## config.mk

```make
export PLATFORM = sky130hd
export DESIGN_NAME = bmp24_stream_to_rgb565
export DESIGN_NICKNAME = d
export VERILOG_FILES = /design/src/bmp_pkg.sv /design/src/bmp_in_reg.sv /design/src/bmp_decode.sv /design/src/bmp_out_reg.sv /design/src/bmp24_stream_to_rgb565.sv
export SDC_FILE = /design/constraint.sdc
export NUM_CORES = 1
export LEC_CHECK = 0
export CAP_MARGIN = 20
export CORE_AREA = 8 8 147 184
export CTS_BUF_LIST = sky130_fd_sc_hd__clkbuf_8
export DETAILED_ROUTE_END_ITERATION = 8
export DIE_AREA = 0 0 155 192
export DONT_BUFFER_PORTS = 1
export GPL_TIMING_DRIVEN = 1
export SLEW_MARGIN = 5
export SYNTH_ARGS = -nofsm -noshare
export SYNTH_HDL_FRONTEND = slang
export SYNTH_SLANG_ARGS = --single-unit
```

## constraint.sdc

```tcl
create_clock -name clk -period 9.3 [get_ports clk]
set_input_delay 0 -clock clk [delete_from_list [all_inputs] [get_ports clk]]
set_output_delay 0 -clock clk [all_outputs]
set_load 0.005 [all_outputs]
```

## src/bmp_pkg.sv

```systemverilog
// types and constants shared by the bmp24 stream decoder
package bmp_pkg;

    localparam logic [5:0] HEADER_BYTES  = 6'd54;
    localparam logic [5:0] WIDTH_LO_POS  = 6'd18;
    localparam logic [5:0] WIDTH_HI_POS  = 6'd19;
    localparam logic [5:0] HEIGHT_LO_POS = 6'd22;
    localparam logic [5:0] HEIGHT_HI_POS = 6'd23;

    localparam logic [7:0] RED_MASK   = 8'hF8;
    localparam logic [7:0] GREEN_MASK = 8'hFC;

    localparam logic [1:0] PHASE_BLUE  = 2'd0;
    localparam logic [1:0] PHASE_GREEN = 2'd1;
    localparam logic [1:0] PHASE_RED   = 2'd2;

    typedef struct packed {
        logic [7:0] byte_value;
        logic       file_start;
    } in_item_t;

    typedef struct packed {
        logic [15:0] color565;
        logic [14:0] column;
        logic [14:0] row;
        logic        last_pixel;
    } pixel_t;

    function automatic logic dim_bad(input logic [15:0] d);
        return (d == 16'd0) || d[15];
    endfunction

endpackage

```

## src/bmp_in_reg.sv

```systemverilog
// input register stage holding one accepted byte beat
module bmp_in_reg
    import bmp_pkg::*;
(
    input  logic     clk,
    input  logic     rst_n,
    input  logic     s_tvalid,
    output logic     s_tready,
    input  in_item_t s_item,
    input  logic     advance,
    output logic     item_valid,
    output in_item_t item
);

    logic     valid_reg;
    logic     valid_next;
    in_item_t item_reg;

    // room when empty or when the held beat moves on this cycle
    assign s_tready   = !valid_reg || advance;
    assign valid_next = s_tvalid ? 1'b1 : (valid_reg && !advance);

    always_ff @(posedge clk or negedge rst_n)
    begin
        if (!rst_n)
        begin
            valid_reg <= 1'b0;
        end
        else
        begin
            valid_reg <= valid_next;
        end
    end

    always_ff @(posedge clk)
    begin
        if (s_tvalid && s_tready)
        begin
            item_reg <= s_item;
        end
    end

    assign item_valid = valid_reg;
    assign item       = item_reg;

endmodule

```

## src/bmp_decode.sv

```systemverilog
// header parse, pixel gathering and coordinate state for one byte per cycle while advance is high
module bmp_decode
    import bmp_pkg::*;
(
    input  logic     clk,
    input  logic     rst_n,
    input  logic     advance,
    input  in_item_t item,
    output logic     res_valid,
    output pixel_t   res
);

    logic [5:0]  hp_reg,    hp_next;
    logic [15:0] w_reg,     w_next;
    logic [15:0] h_reg,     h_next;
    logic [14:0] col_reg,   col_next;
    logic [14:0] rowc_reg,  rowc_next;
    logic [1:0]  phase_reg, phase_next;
    logic [7:0]  blue_reg,  blue_next;
    logic [7:0]  green_reg, green_next;
    logic [1:0]  pad_reg,   pad_next;
    logic        done_reg,  done_next;

    always_comb
    begin
        hp_next    = hp_reg;
        w_next     = w_reg;
        h_next     = h_reg;
        col_next   = col_reg;
        rowc_next  = rowc_reg;
        phase_next = phase_reg;
        blue_next  = blue_reg;
        green_next = green_reg;
        pad_next   = pad_reg;
        done_next  = done_reg;
        res_valid  = 1'b0;
        res        = '0;

        if (item.file_start)
        begin
            hp_next    = 6'd0;
            w_next     = 16'd0;
            h_next     = 16'd0;
            col_next   = 15'd0;
            rowc_next  = 15'd0;
            phase_next = PHASE_BLUE;
            blue_next  = 8'd0;
            green_next = 8'd0;
            pad_next   = 2'd0;
            done_next  = 1'b0;
        end

        if (!done_next)
        begin
            if (hp_next != HEADER_BYTES)
            begin
                case (hp_next)
                    WIDTH_LO_POS:  w_next[7:0]  = item.byte_value;
                    WIDTH_HI_POS:  w_next[15:8] = item.byte_value;
                    HEIGHT_LO_POS: h_next[7:0]  = item.byte_value;
                    HEIGHT_HI_POS: h_next[15:8] = item.byte_value;
                    default:       ;
                endcase
                hp_next = hp_next + 6'd1;
                if (hp_next == HEADER_BYTES && (dim_bad(w_next) || dim_bad(h_next)))
                begin
                    done_next = 1'b1;
                end
            end
            else if (pad_next != 2'd0)
            begin
                pad_next = pad_next - 2'd1;
            end
            else
            begin
                case (phase_next)
                    PHASE_BLUE:
                    begin
                        blue_next  = item.byte_value;
                        phase_next = PHASE_GREEN;
                    end
                    PHASE_GREEN:
                    begin
                        green_next = item.byte_value;
                        phase_next = PHASE_RED;
                    end
                    default:
                    begin
                        phase_next   = PHASE_BLUE;
                        res_valid    = 1'b1;
                        res.color565 = {item.byte_value & RED_MASK, 8'd0}
                                     | {5'd0, green_next & GREEN_MASK, 3'd0}
                                     | {11'd0, blue_next[7:3]};
                        res.column   = col_next;
                        res.row      = h_next[14:0] - rowc_next - 15'd1;
                        col_next     = col_next + 15'd1;
                        if ({1'b0, col_next} == w_next)
                        begin
                            col_next  = 15'd0;
                            rowc_next = rowc_next + 15'd1;
                            pad_next  = w_next[1:0];
                            if ({1'b0, rowc_next} == h_next)
                            begin
                                res.last_pixel = 1'b1;
                                done_next      = 1'b1;
                                pad_next       = 2'd0;
                            end
                        end
                    end
                endcase
            end
        end
    end

    always_ff @(posedge clk or negedge rst_n)
    begin
        if (!rst_n)
        begin
            hp_reg    <= 6'd0;
            w_reg     <= 16'd0;
            h_reg     <= 16'd0;
            col_reg   <= 15'd0;
            rowc_reg  <= 15'd0;
            phase_reg <= PHASE_BLUE;
            blue_reg  <= 8'd0;
            green_reg <= 8'd0;
            pad_reg   <= 2'd0;
            done_reg  <= 1'b1;
        end
        else if (advance)
        begin
            hp_reg    <= hp_next;
            w_reg     <= w_next;
            h_reg     <= h_next;
            col_reg   <= col_next;
            rowc_reg  <= rowc_next;
            phase_reg <= phase_next;
            blue_reg  <= blue_next;
            green_reg <= green_next;
            pad_reg   <= pad_next;
            done_reg  <= done_next;
        end
    end

endmodule

```

## src/bmp_out_reg.sv

```systemverilog
// result register holding one pixel beat for the master side
module bmp_out_reg
    import bmp_pkg::*;
(
    input  logic   clk,
    input  logic   rst_n,
    input  logic   item_valid,
    input  logic   res_valid,
    input  pixel_t res,
    output logic   advance,
    output logic   m_tvalid,
    input  logic   m_tready,
    output pixel_t m_pixel
);

    logic   valid_reg;
    logic   valid_next;
    pixel_t pixel_reg;

    // a held byte may be worked on when the result slot is free or draining
    assign advance = item_valid && (!valid_reg || m_tready);

    always_comb
    begin
        valid_next = valid_reg && !m_tready;
        if (advance)
        begin
            valid_next = res_valid;
        end
    end

    always_ff @(posedge clk or negedge rst_n)
    begin
        if (!rst_n)
        begin
            valid_reg <= 1'b0;
        end
        else
        begin
            valid_reg <= valid_next;
        end
    end

    always_ff @(posedge clk)
    begin
        if (advance && res_valid)
        begin
            pixel_reg <= res;
        end
    end

    assign m_tvalid = valid_reg;
    assign m_pixel  = pixel_reg;

endmodule

```

## src/bmp24_stream_to_rgb565.sv

```systemverilog
// top level: 24-bit bmp byte stream to rgb565 pixel stream
// a red byte passes the input register; its pixel beat then waits in the result register
// throughput: one byte beat per cycle while m_tready is high, set by the combinational decode
//   between the input register and the result register; one pixel per three image bytes
// reset: handshake registers empty, decoder idle until a beat with file_start,
//   bytes before that are dropped
module bmp24_stream_to_rgb565
    import bmp_pkg::*;
(
    input  logic        clk,
    input  logic        rst_n,
    input  logic        s_tvalid,
    output logic        s_tready,
    input  logic [7:0]  s_tdata,   // byte_value [7:0]
    input  logic        s_tuser,   // file_start
    output logic        m_tvalid,
    input  logic        m_tready,
    output logic [47:0] m_tdata,   // color565 [15:0], column [30:16], row [45:31], zero fill
    output logic        m_tlast    // last_pixel
);

    in_item_t s_item;
    in_item_t item;
    logic     item_valid;
    logic     advance;
    logic     res_valid;
    pixel_t   res;
    pixel_t   m_pixel;

    assign s_item.byte_value = s_tdata;
    assign s_item.file_start = s_tuser;

    // input register: takes a new beat when empty or whenever the held one moves on
    bmp_in_reg u_in_reg (
        .clk        (clk),
        .rst_n      (rst_n),
        .s_tvalid   (s_tvalid),
        .s_tready   (s_tready),
        .s_item     (s_item),
        .advance    (advance),
        .item_valid (item_valid),
        .item       (item)
    );

    // header count, dimension capture, row padding skip, pixel gathering and row flip
    bmp_decode u_decode (
        .clk       (clk),
        .rst_n     (rst_n),
        .advance   (advance),
        .item      (item),
        .res_valid (res_valid),
        .res       (res)
    );

    // result register: parts the decode from master-side stalls
    bmp_out_reg u_out_reg (
        .clk        (clk),
        .rst_n      (rst_n),
        .item_valid (item_valid),
        .res_valid  (res_valid),
        .res        (res),
        .advance    (advance),
        .m_tvalid   (m_tvalid),
        .m_tready   (m_tready),
        .m_pixel    (m_pixel)
    );

    assign m_tdata = {2'b00, m_pixel.row, m_pixel.column, m_pixel.color565};
    assign m_tlast = m_pixel.last_pixel;

endmodule
```

==> results.cfg, run 1 <==
[outcome]
outcome = finished, final reports clean

[global_routing]
antenna_found_initial = 0
grt_max_degree = 87
grt_pass1_vias = 6336
track_usage_pct = 15.3
grt_pass1_wl_um = 35300
grt_overflow = 0

[drt]
drt-total-wl_um = 22400
drt-vias-per-instance = 5.52
drt_pass1_iterations = 5
antenna_left = 0
drt-initial-drc-count = 444
wire_per_inst_um = 19.3
num_vias = 6403
route.detailed.drc = 0

[worst_setup_path]
worstReg2RegEnd = u_decode.col_reg[13]
r2r_start = u_in_reg.item[0]
arrival_ps = 4570
crit_path_max_fanout = 55
start_kind = flop
crit_type = flop to flop
crit_path_end_kind = flop
rrSetupSlack_ps = 5100
crit_required_ps = 9660
reg2reg_depth = 12

[pwr]
powerDensity_nw_per_um2 = 149
peakVddDrop_uv = 72.6
cellLeakagePower_nw = 3.53

[yosys]
yosysTopAreaCell = dfrtp_1
synth_top_area_share_pct = 25.6
synthTopCellsByCount = 85 x dfrtp_1, 76 x nand2_1, 58 x nor2_1
synth_cell_type_count = 91
synthArstFlopShare_pct = 60.6
ys.flop_type = dfrtp_1
post-synth-top-count-cell = dfrtp_1
ys_seq_area_share_pct = 46.1
netlist_area_um2 = 8310
synthTopCellsByArea = dfrtp_1 26%, edfxtp_1 20%, a22o_1 4.5%, xnor2_1 3.5%, nand2_1 3.4%
synth_seq_cells = 142
yosys_warnings = 0
synth-edff-count = 56
netlist_instances = 828
syn_avg_cell_area_um2 = 10.0

[sta]
hold_viol_final = 0
setup_ws_ps = 5100
fmax_mhz = 238
rsz0062_at_grt = false
period_needed_ps = 4200
fin_crit_sh_pct = 45.2
worst_pin_slew_ps = 868
drv_slew = 0
skew_ps = 13.8
setup_violations = 0
relSlewSlack_pct = 41.3
tns_ps = 0
whs_ps = 47.4

[min_path]
hold_class = primary input to flop
hp-start = m_tready
min_to = u_out_reg.m_tvalid
hold_path_depth = 2

[final_layout]
nNetsFinal = 848
fin_util_pct = 37.7
multi_input_area_um2 = 4160
antenna_cells = 0
seqCellArea_um2 = 3830
largest_reg_flops = 47
fillCellCount = 2402
area_delta_synth_final_pct = 9.39
drive_gt1_share_pct = 9.05

[cts]
cts_made_buffers = 17
cts_tree = yes
clock-sinks = 142
h-tree-depth = 4
cts_setup_buffers = 0
clk_latency_ps = 460
cts_buffer_depth = 2
cts.clk_slew.worst_paths_ps = 90
ctsRootBufferMaster = clkbuf_8

[run]
maxCapViolCount = 0

[place]
place_hpwl_um = 15600
dp_slack_ps = 5110
gp_congestion = 0.871
io_buffers = 0

[die]
rows = 64
ioPinCount = 64
coreArea_um2 = 24100
die_area_um2 = 29800
start_util_pct = 34.5
die_w_um = 155
fp.dieH_um = 192
==> critical path: stages (launching register included) <==
cell and delay (ps):
edfxtp_1 370, buf_4 260, buf_4 350, nor2b_1 270
ha_1 290, nand4_4 180, nor4b_2 340, nand2b_1 490
or2_1 500, inv_2 70, buf_4 570, nand2_1 140
o31ai_1 240
==> stage by stage <==
step	area (um^2)	total power, mW	std cells
final	9090	1.35	1159
after global routing	9090	1.41	1159
after CTS	9090	1.37	1159
after detailed placement	8540	0.831	1114
after global placement	8540	0.830	1114
after floorplan	8320	0.802	829
==> layout by cell type, fill, tap and decap left out, types with 7 or more instances in the layout <==
cell and count:
a21oi_1 34, a22o_1 43, a31oi_1 10, and2_1 33, buf_4 7, clkbuf_8 17, dfrtp_1 85, dlygate4sd3_1 12
edfxtp_1 56, ha_1 19, inv_1 18, nand2_1 76, nand2b_1 10, nand3_1 24, nand4_1 10, nor2_1 57
nor2b_1 24, nor3_1 27, nor4_1 10, o21ai_0 35, o21ai_1 10, o31ai_1 7, or3_1 9, xnor2_1 33
xor2_1 26
==> kinds of logic (layout without fill, tap and decap cells) <==
group	after synthesis	in the layout	synth area share, %
AOI/OAI and AO/OA	200	200	17.6
xor gates and xnor gates	59	59	6.22
adders and majority gates	19	19	2.86
buffers and inverters	72	72	3.88
DFF	142	142	46.1
muxes	5	5	0.632
other	1	2	0.0451
and+or+nand+nor	330	330	22.6
==> cell type report <==
cell class | count | area share, %
Multi-Input combinational cell | 615 | 45.8
Sequential cell | 142 | 42.2
Tap cell | 330 | 4.54
Clock buffer | 17 | 2.57
Timing Repair Buffer | 20 | 2.20
Clock inverter | 15 | 1.93
Inverter | 20 | 0.826
==> per-layer routing <==
layer / part of all wire [%] / vias to the layer above / track usage [%]
li1: - / 3017 / -
met1: 40 / 3150 / 17.3
met2: 52 / 198 / 27.3
met3: 5.0 / 38 / 3.22
met4: 3.0 / 0 / 6.57
met5: 0 / - / 0
==> timing repair <==
action	CTS	global route
endpoints found under the hold margin	105	0
hold buffers	13	0
gates resized for setup	0	0
==> how the worst max path moves through the flow <==
stage | startpoint | end | slack [ps] | cells past startpoint
after floorplan | u_in_reg.item[0] | u_decode.col_reg[1] | 5030 | 15
after global placement | u_in_reg.item[0] | u_decode.col_reg[13] | 5310 | 12
after detailed placement | u_in_reg.item[0] | u_decode.col_reg[13] | 5110 | 12
after CTS | u_in_reg.item[0] | u_decode.col_reg[13] | 5090 | 12
after global routing | u_in_reg.item[0] | u_decode.rowc_reg[0] | 4780 | 12
final | u_in_reg.item[0] | u_decode.col_reg[13] | 5100 | 12
==> where the power goes <==
part           leakage, nW  internal [mW]  switching (mW)
logic                 1.73         0.0480          0.0769
registers             1.59          0.665          0.0438
clock network        0.208          0.248           0.270
No activity file was read; power rests on OpenSTA's default activity.
==> run 2: changes to the inputs <==
- clock period: 9.3 -> 4 ns (I/O delays scaled with it)
==> results.cfg, run 2 (synthesized netlist as in run 1, its figures left out) <==
[worst_setup_path]
crit_type = flop to flop
worstReg2RegEnd = u_decode.rowc_reg[13]
rrSetupSlack_ps = 530
crit_path_cell_trace = buf_12 > nor2b_1 > ha_1 > nand3_2 > nor4_4 > xnor2_1 > a2111oi_4 > a31oi_4 > nor4_1 > mux2_1 > a22o_1
crit_family = simple AND/OR/NAND/NOR gates
crit_path_max_fanout = 63
crit_required_ps = 4370
cp_slowest_cell = a2111oi_4
arrival_ps = 3840
crit_path_end_kind = flop
path_buf_inv = 1
start_kind = flop
slowest_delay_ps = 430
reg2reg_depth = 11
r2r_start = u_in_reg.item[0]

[pwr]
p_switching_mw = 0.888
pwr-share-seq_pct = 51.8
powerDensity_nw_per_um2 = 346
p_int_mw = 2.29
cellLeakagePower_nw = 3.56
p_clk_share_pct = 38.8
peakVddDrop_uv = 170
p_sw_share_pct = 28.0
p_total_mw = 3.17
pwr-share-comb_pct = 9.4

[drt]
antenna_left = 0
num_vias = 6385
route.detailed.drc = 0
drt-vias-per-instance = 5.48
drt-initial-drc-count = 615
drt_pass1_iterations = 5
drt-total-wl_um = 22800
wire_per_inst_um = 19.6

[cts]
ctsRootBufferMaster = clkbuf_8
h-tree-depth = 4
cts_made_buffers = 17
clk_latency_ps = 470
cts_buffer_depth = 2
cts_resized = 0
clock-sinks = 142
cts_tree = yes
cts.clk_slew.worst_paths_ps = 80

[global_routing]
met1_usage_pct = 18.0
grt_overflow = 0
grt_pass1_vias = 6276
grt.met3_usage_pct = 3.24
grt_pass1_wl_um = 35900
top_usage_layer = met2
use_met2_pct = 27.5
antenna_found_initial = 0
grt_max_degree = 87
track_usage_pct = 15.6

[run]
maxCapViolCount = 0

[place]
place_hpwl_um = 15900
gp_congestion = 0.864
dp_slack_ps = 590
io_buffers = 0
placed_area_um2 = 8600

[sta]
period_needed_ps = 3470
setup_ws_ps = 527
tns_ps = 0
relSlewSlack_pct = 45.5
setup_violations = 0
fin_crit_sh_pct = 86.8
fmax_mhz = 288
drv_slew = 0
hold_viol_final = 0
rsz0062_at_grt = false
worst_pin_slew_ps = 815
skew_ps = 11.4

[die]
rows = 64
fp.dieH_um = 192
ioPinCount = 64
start_util_pct = 34.5
coreArea_um2 = 24100
die_area_um2 = 29800
die_w_um = 155

[final_layout]
design_area_um2 = 9170
final_cell_mix = 85 x dfrtp_1, 76 x nand2_1, 57 x nor2_1, 56 x edfxtp_1, 43 x a22o_1
area_delta_synth_final_pct = 10.4
antenna_cells = 0
final_common_cell = dfrtp_1
drive_gt1_share_pct = 9.58
nNetsFinal = 854
fin_util_pct = 38.1
largest_reg_flops = 47

[min_path]
hold_class = primary input to asynchronous set/reset pin

[outcome]
outcome = finished, final reports clean
-- run 2: cell types whose count changed in the layout (fill, tap and decap cells not counted), sizes merged --
| cell | delta |
|---|---|
| clkinv | +5 |
| bufinv | +1 |
| inv | -5 |
| clkinvlp | -1 |
| dlygate4sd3 | +1 |
| buf | +5 |
-- run 2: worst max-delay path by stage --
stage | start | to | slack (ps) | cells after the start
after floorplan | u_in_reg.item[0] | u_decode.rowc_reg[9] | 20 | 16
after global placement | u_in_reg.item[0] | u_decode.rowc_reg[13] | 610 | 11
after detailed placement | u_in_reg.item[0] | u_decode.rowc_reg[13] | 590 | 11
after CTS | u_in_reg.item[0] | u_decode.rowc_reg[13] | 560 | 11
after global routing | u_in_reg.item[0] | u_decode.rowc_reg[13] | 350 | 11
final | u_in_reg.item[0] | u_decode.rowc_reg[13] | 530 | 11
-- run 2: timing repair --
| item | in CTS | in global routing |
|---|---|---|
| endpoints found under the hold margin | 106 | 0 |
| buffers inserted | 0 | 0 |
| hold buffers | 14 | 0 |
-- run 2: area by class of cell --
class | instances | area, um^2
Clock buffer | 17 | 234
Clock inverter | 15 | 181
Tap cell | 330 | 413
Multi-Input combinational cell | 615 | 4160
Sequential cell | 142 | 3830
Timing Repair Buffer | 26 | 273
Fill cell | 2418 | 14900
Inverter | 20 | 76.3
-- run 2: through the flow --
step / std cells / hold slack [ps]
3_5_place_dp: 1119 / -289
5_1_grt: 1165 / 142
3_3_place_gp: 1119 / -290
4_1_cts: 1165 / 122
6_report: 1165 / 92.8
2_1_floorplan: 829 / -296
-- run 2: power by group through the flow --
stage	Combinational (mW)	Sequential, mW	Clock, mW
6_report	0.298	1.64	1.23
5_1_grt	0.328	1.65	1.32
4_1_cts	0.297	1.64	1.26
3_5_place_dp	0.262	1.67	0
3_3_place_gp	0.260	1.67	0
2_1_floorplan	0.264	1.60	0
-- run 2: routing by layer --
layer / share of wire, % / vias to the layer above
li1: - / 3019
met1: 41 / 3149
met2: 51 / 178
met3: 4.7 / 39
met4: 3.1 / 0
met5: 0 / -
-- run 2: worst reg2reg max path, delay by kind of cell (launching register included) --
family	cells	cell delay, ps
compound gates	3	800
xor+xnor	1	160
fa+ha+maj	1	280
buf+inv	1	220
flops	1	420
mux	1	360
simple gates	4	1140
==> run 3: changes to the inputs <==
==> constraint.sdc (replaced) <==
create_clock -name clk -period 4 [get_ports clk]
set_input_delay 0.4 -clock clk [delete_from_list [all_inputs] [get_ports clk]]
set_output_delay 0.4 -clock clk [all_outputs]
set_load 0.005 [all_outputs]
==> results.cfg, run 3 (synthesized netlist as in run 1, its figures left out) <==
[cts]
ctsRootBufferMaster = clkbuf_8
cts_setup_buffers = 0
cts_resized = 0
h-tree-depth = 4
cts.clk_slew.worst_paths_ps = 80
holdBufCountCts = 11
clock-sinks = 142
cts_made_buffers = 17
cts_buffer_depth = 2
cts_tree = yes
clk_latency_ps = 470

[pwr]
peakVddDrop_uv = 167
cellLeakagePower_nw = 3.55
pwr-share-seq_pct = 51.9
p_switching_mw = 0.888
pwr-share-comb_pct = 9.3
p_int_mw = 2.28
p_clk_share_pct = 38.8
p_sw_share_pct = 28.0
powerDensity_nw_per_um2 = 347

[place]
gp_congestion = 0.864
io_buffers = 0
place_hpwl_um = 15900

[worst_setup_path]
path_buf_inv = 1
worstReg2RegEnd = u_decode.rowc_reg[13]
crit_path_max_fanout = 63
cp_slowest_cell = a2111oi_4
reg2reg_depth = 11
crit_family = simple AND/OR/NAND/NOR gates
slowest_delay_ps = 430
crit_path_cell_trace = buf_12 > nor2b_1 > ha_1 > nand3_2 > nor4_4 > xnor2_1 > a2111oi_4 > a31oi_4 > nor4_1 > mux2_1 > a22o_1
crit_required_ps = 4360
crit_type = flop to flop
crit_end = u_decode.rowc_reg[13]
rrSetupSlack_ps = 530
arrival_ps = 3830
r2r_start = u_in_reg.item[0]
startpoint = u_in_reg.item[0]
cp_num_cells = 11
crit_path_end_kind = flop
start_kind = flop

[drt]
num_vias = 6403
wl_met2_um = 11800
dr_wl_met3_um = 964
wl_met1_um = 9430
drt-vias-per-instance = 5.51
drt-initial-drc-count = 618
wire_per_inst_um = 19.7
drt-total-wl_um = 22900
drt_pass1_iterations = 4
antenna_left = 0
highest_layer = met4
route.detailed.drc = 0

[die]
rows = 64
start_util_pct = 34.5
die_w_um = 155
die_area_um2 = 29800
coreArea_um2 = 24100
ioPinCount = 64
fp.dieH_um = 192

[global_routing]
grt_max_degree = 87
grt_pass1_wl_um = 35800
grt_pass1_vias = 6272
track_usage_pct = 15.6
antenna_found_initial = 0
grt_overflow = 0

[sta]
fin_crit_sh_pct = 86.7
relSlewSlack_pct = 45.5
hold_viol_final = 0
period_needed_ps = 3470
drv_slew = 0
setup_violations = 0
whs_ps = 39.0
tns_ps = 0
skew_ps = 14.5
rsz0062_at_grt = false
fmax_mhz = 288
worst_pin_slew_ps = 816

[final_layout]
largest_reg_flops = 47
drive_gt1_share_pct = 9.62
final_common_cell = dfrtp_1
antenna_cells = 0
area_delta_synth_final_pct = 10.0
fillCellCount = 2419
final_cell_mix = 85 x dfrtp_1, 76 x nand2_1, 57 x nor2_1, 56 x edfxtp_1, 43 x a22o_1
nNetsFinal = 851

[min_path]
hold_path_depth = 1
hold_class = primary input to flop

[run]
maxCapViolCount = 0

[outcome]
outcome = finished, final reports clean
## run 3: cell count changes in the layout (fill, tap and decap cells not counted)
cell / previous run / this run
dlygate4sd3_1: 13 / 10
## run 3: worst min-delay path by stage
stage	start	to
global route	s_tvalid	u_in_reg.item_valid
floorplan	rst_n	u_decode.blue_reg[3]
detailed placement	rst_n	u_in_reg.item_valid
CTS	s_tvalid	u_in_reg.item_valid
finish	s_tvalid	u_in_reg.item_valid
global placement	rst_n	u_in_reg.item_valid
## run 3: stage by stage
stage | instances | util (%) | worst slack [ps] | power (mW) | instance area, um^2
after floorplan | 829 | - | 22.6 | 1.86 | 8320
after global placement | 1119 | 35.7 | 607 | 1.93 | 8600
after detailed placement | 1119 | 35.7 | 590 | 1.93 | 8600
after CTS | 1162 | 37.9 | 563 | 3.20 | 9140
after global routing | 1162 | 37.9 | 352 | 3.30 | 9140
final | 1162 | 37.9 | 530 | 3.17 | 9140
## run 3: final cells by class
cell class | instances | area [um^2] | share of cell area [%]
Multi-Input combinational cell | 615 | 4160 | 45.5
Inverter | 20 | 76.3 | 0.835
Sequential cell | 142 | 3830 | 41.9
Timing Repair Buffer | 23 | 243 | 2.65
Clock buffer | 17 | 234 | 2.56
Tap cell | 330 | 413 | 4.52
Clock inverter | 15 | 181 | 1.98
## run 3: power by group through the flow
stage          Clock (mW)  Combinational [mW]  Sequential (mW)
2_1_floorplan           0               0.264             1.60
3_3_place_gp            0               0.260             1.67
3_5_place_dp            0               0.262             1.67
4_1_cts              1.26               0.295             1.64
5_1_grt              1.32               0.326             1.65
6_report             1.23               0.296             1.64
## run 3: routing by layer
layer / track usage, % / up-vias
li1: - / 3014
met1: 17.9 / 3178
met2: 27.5 / 174
met3: 3.24 / 37
met4: 6.65 / 0
met5: 0 / -
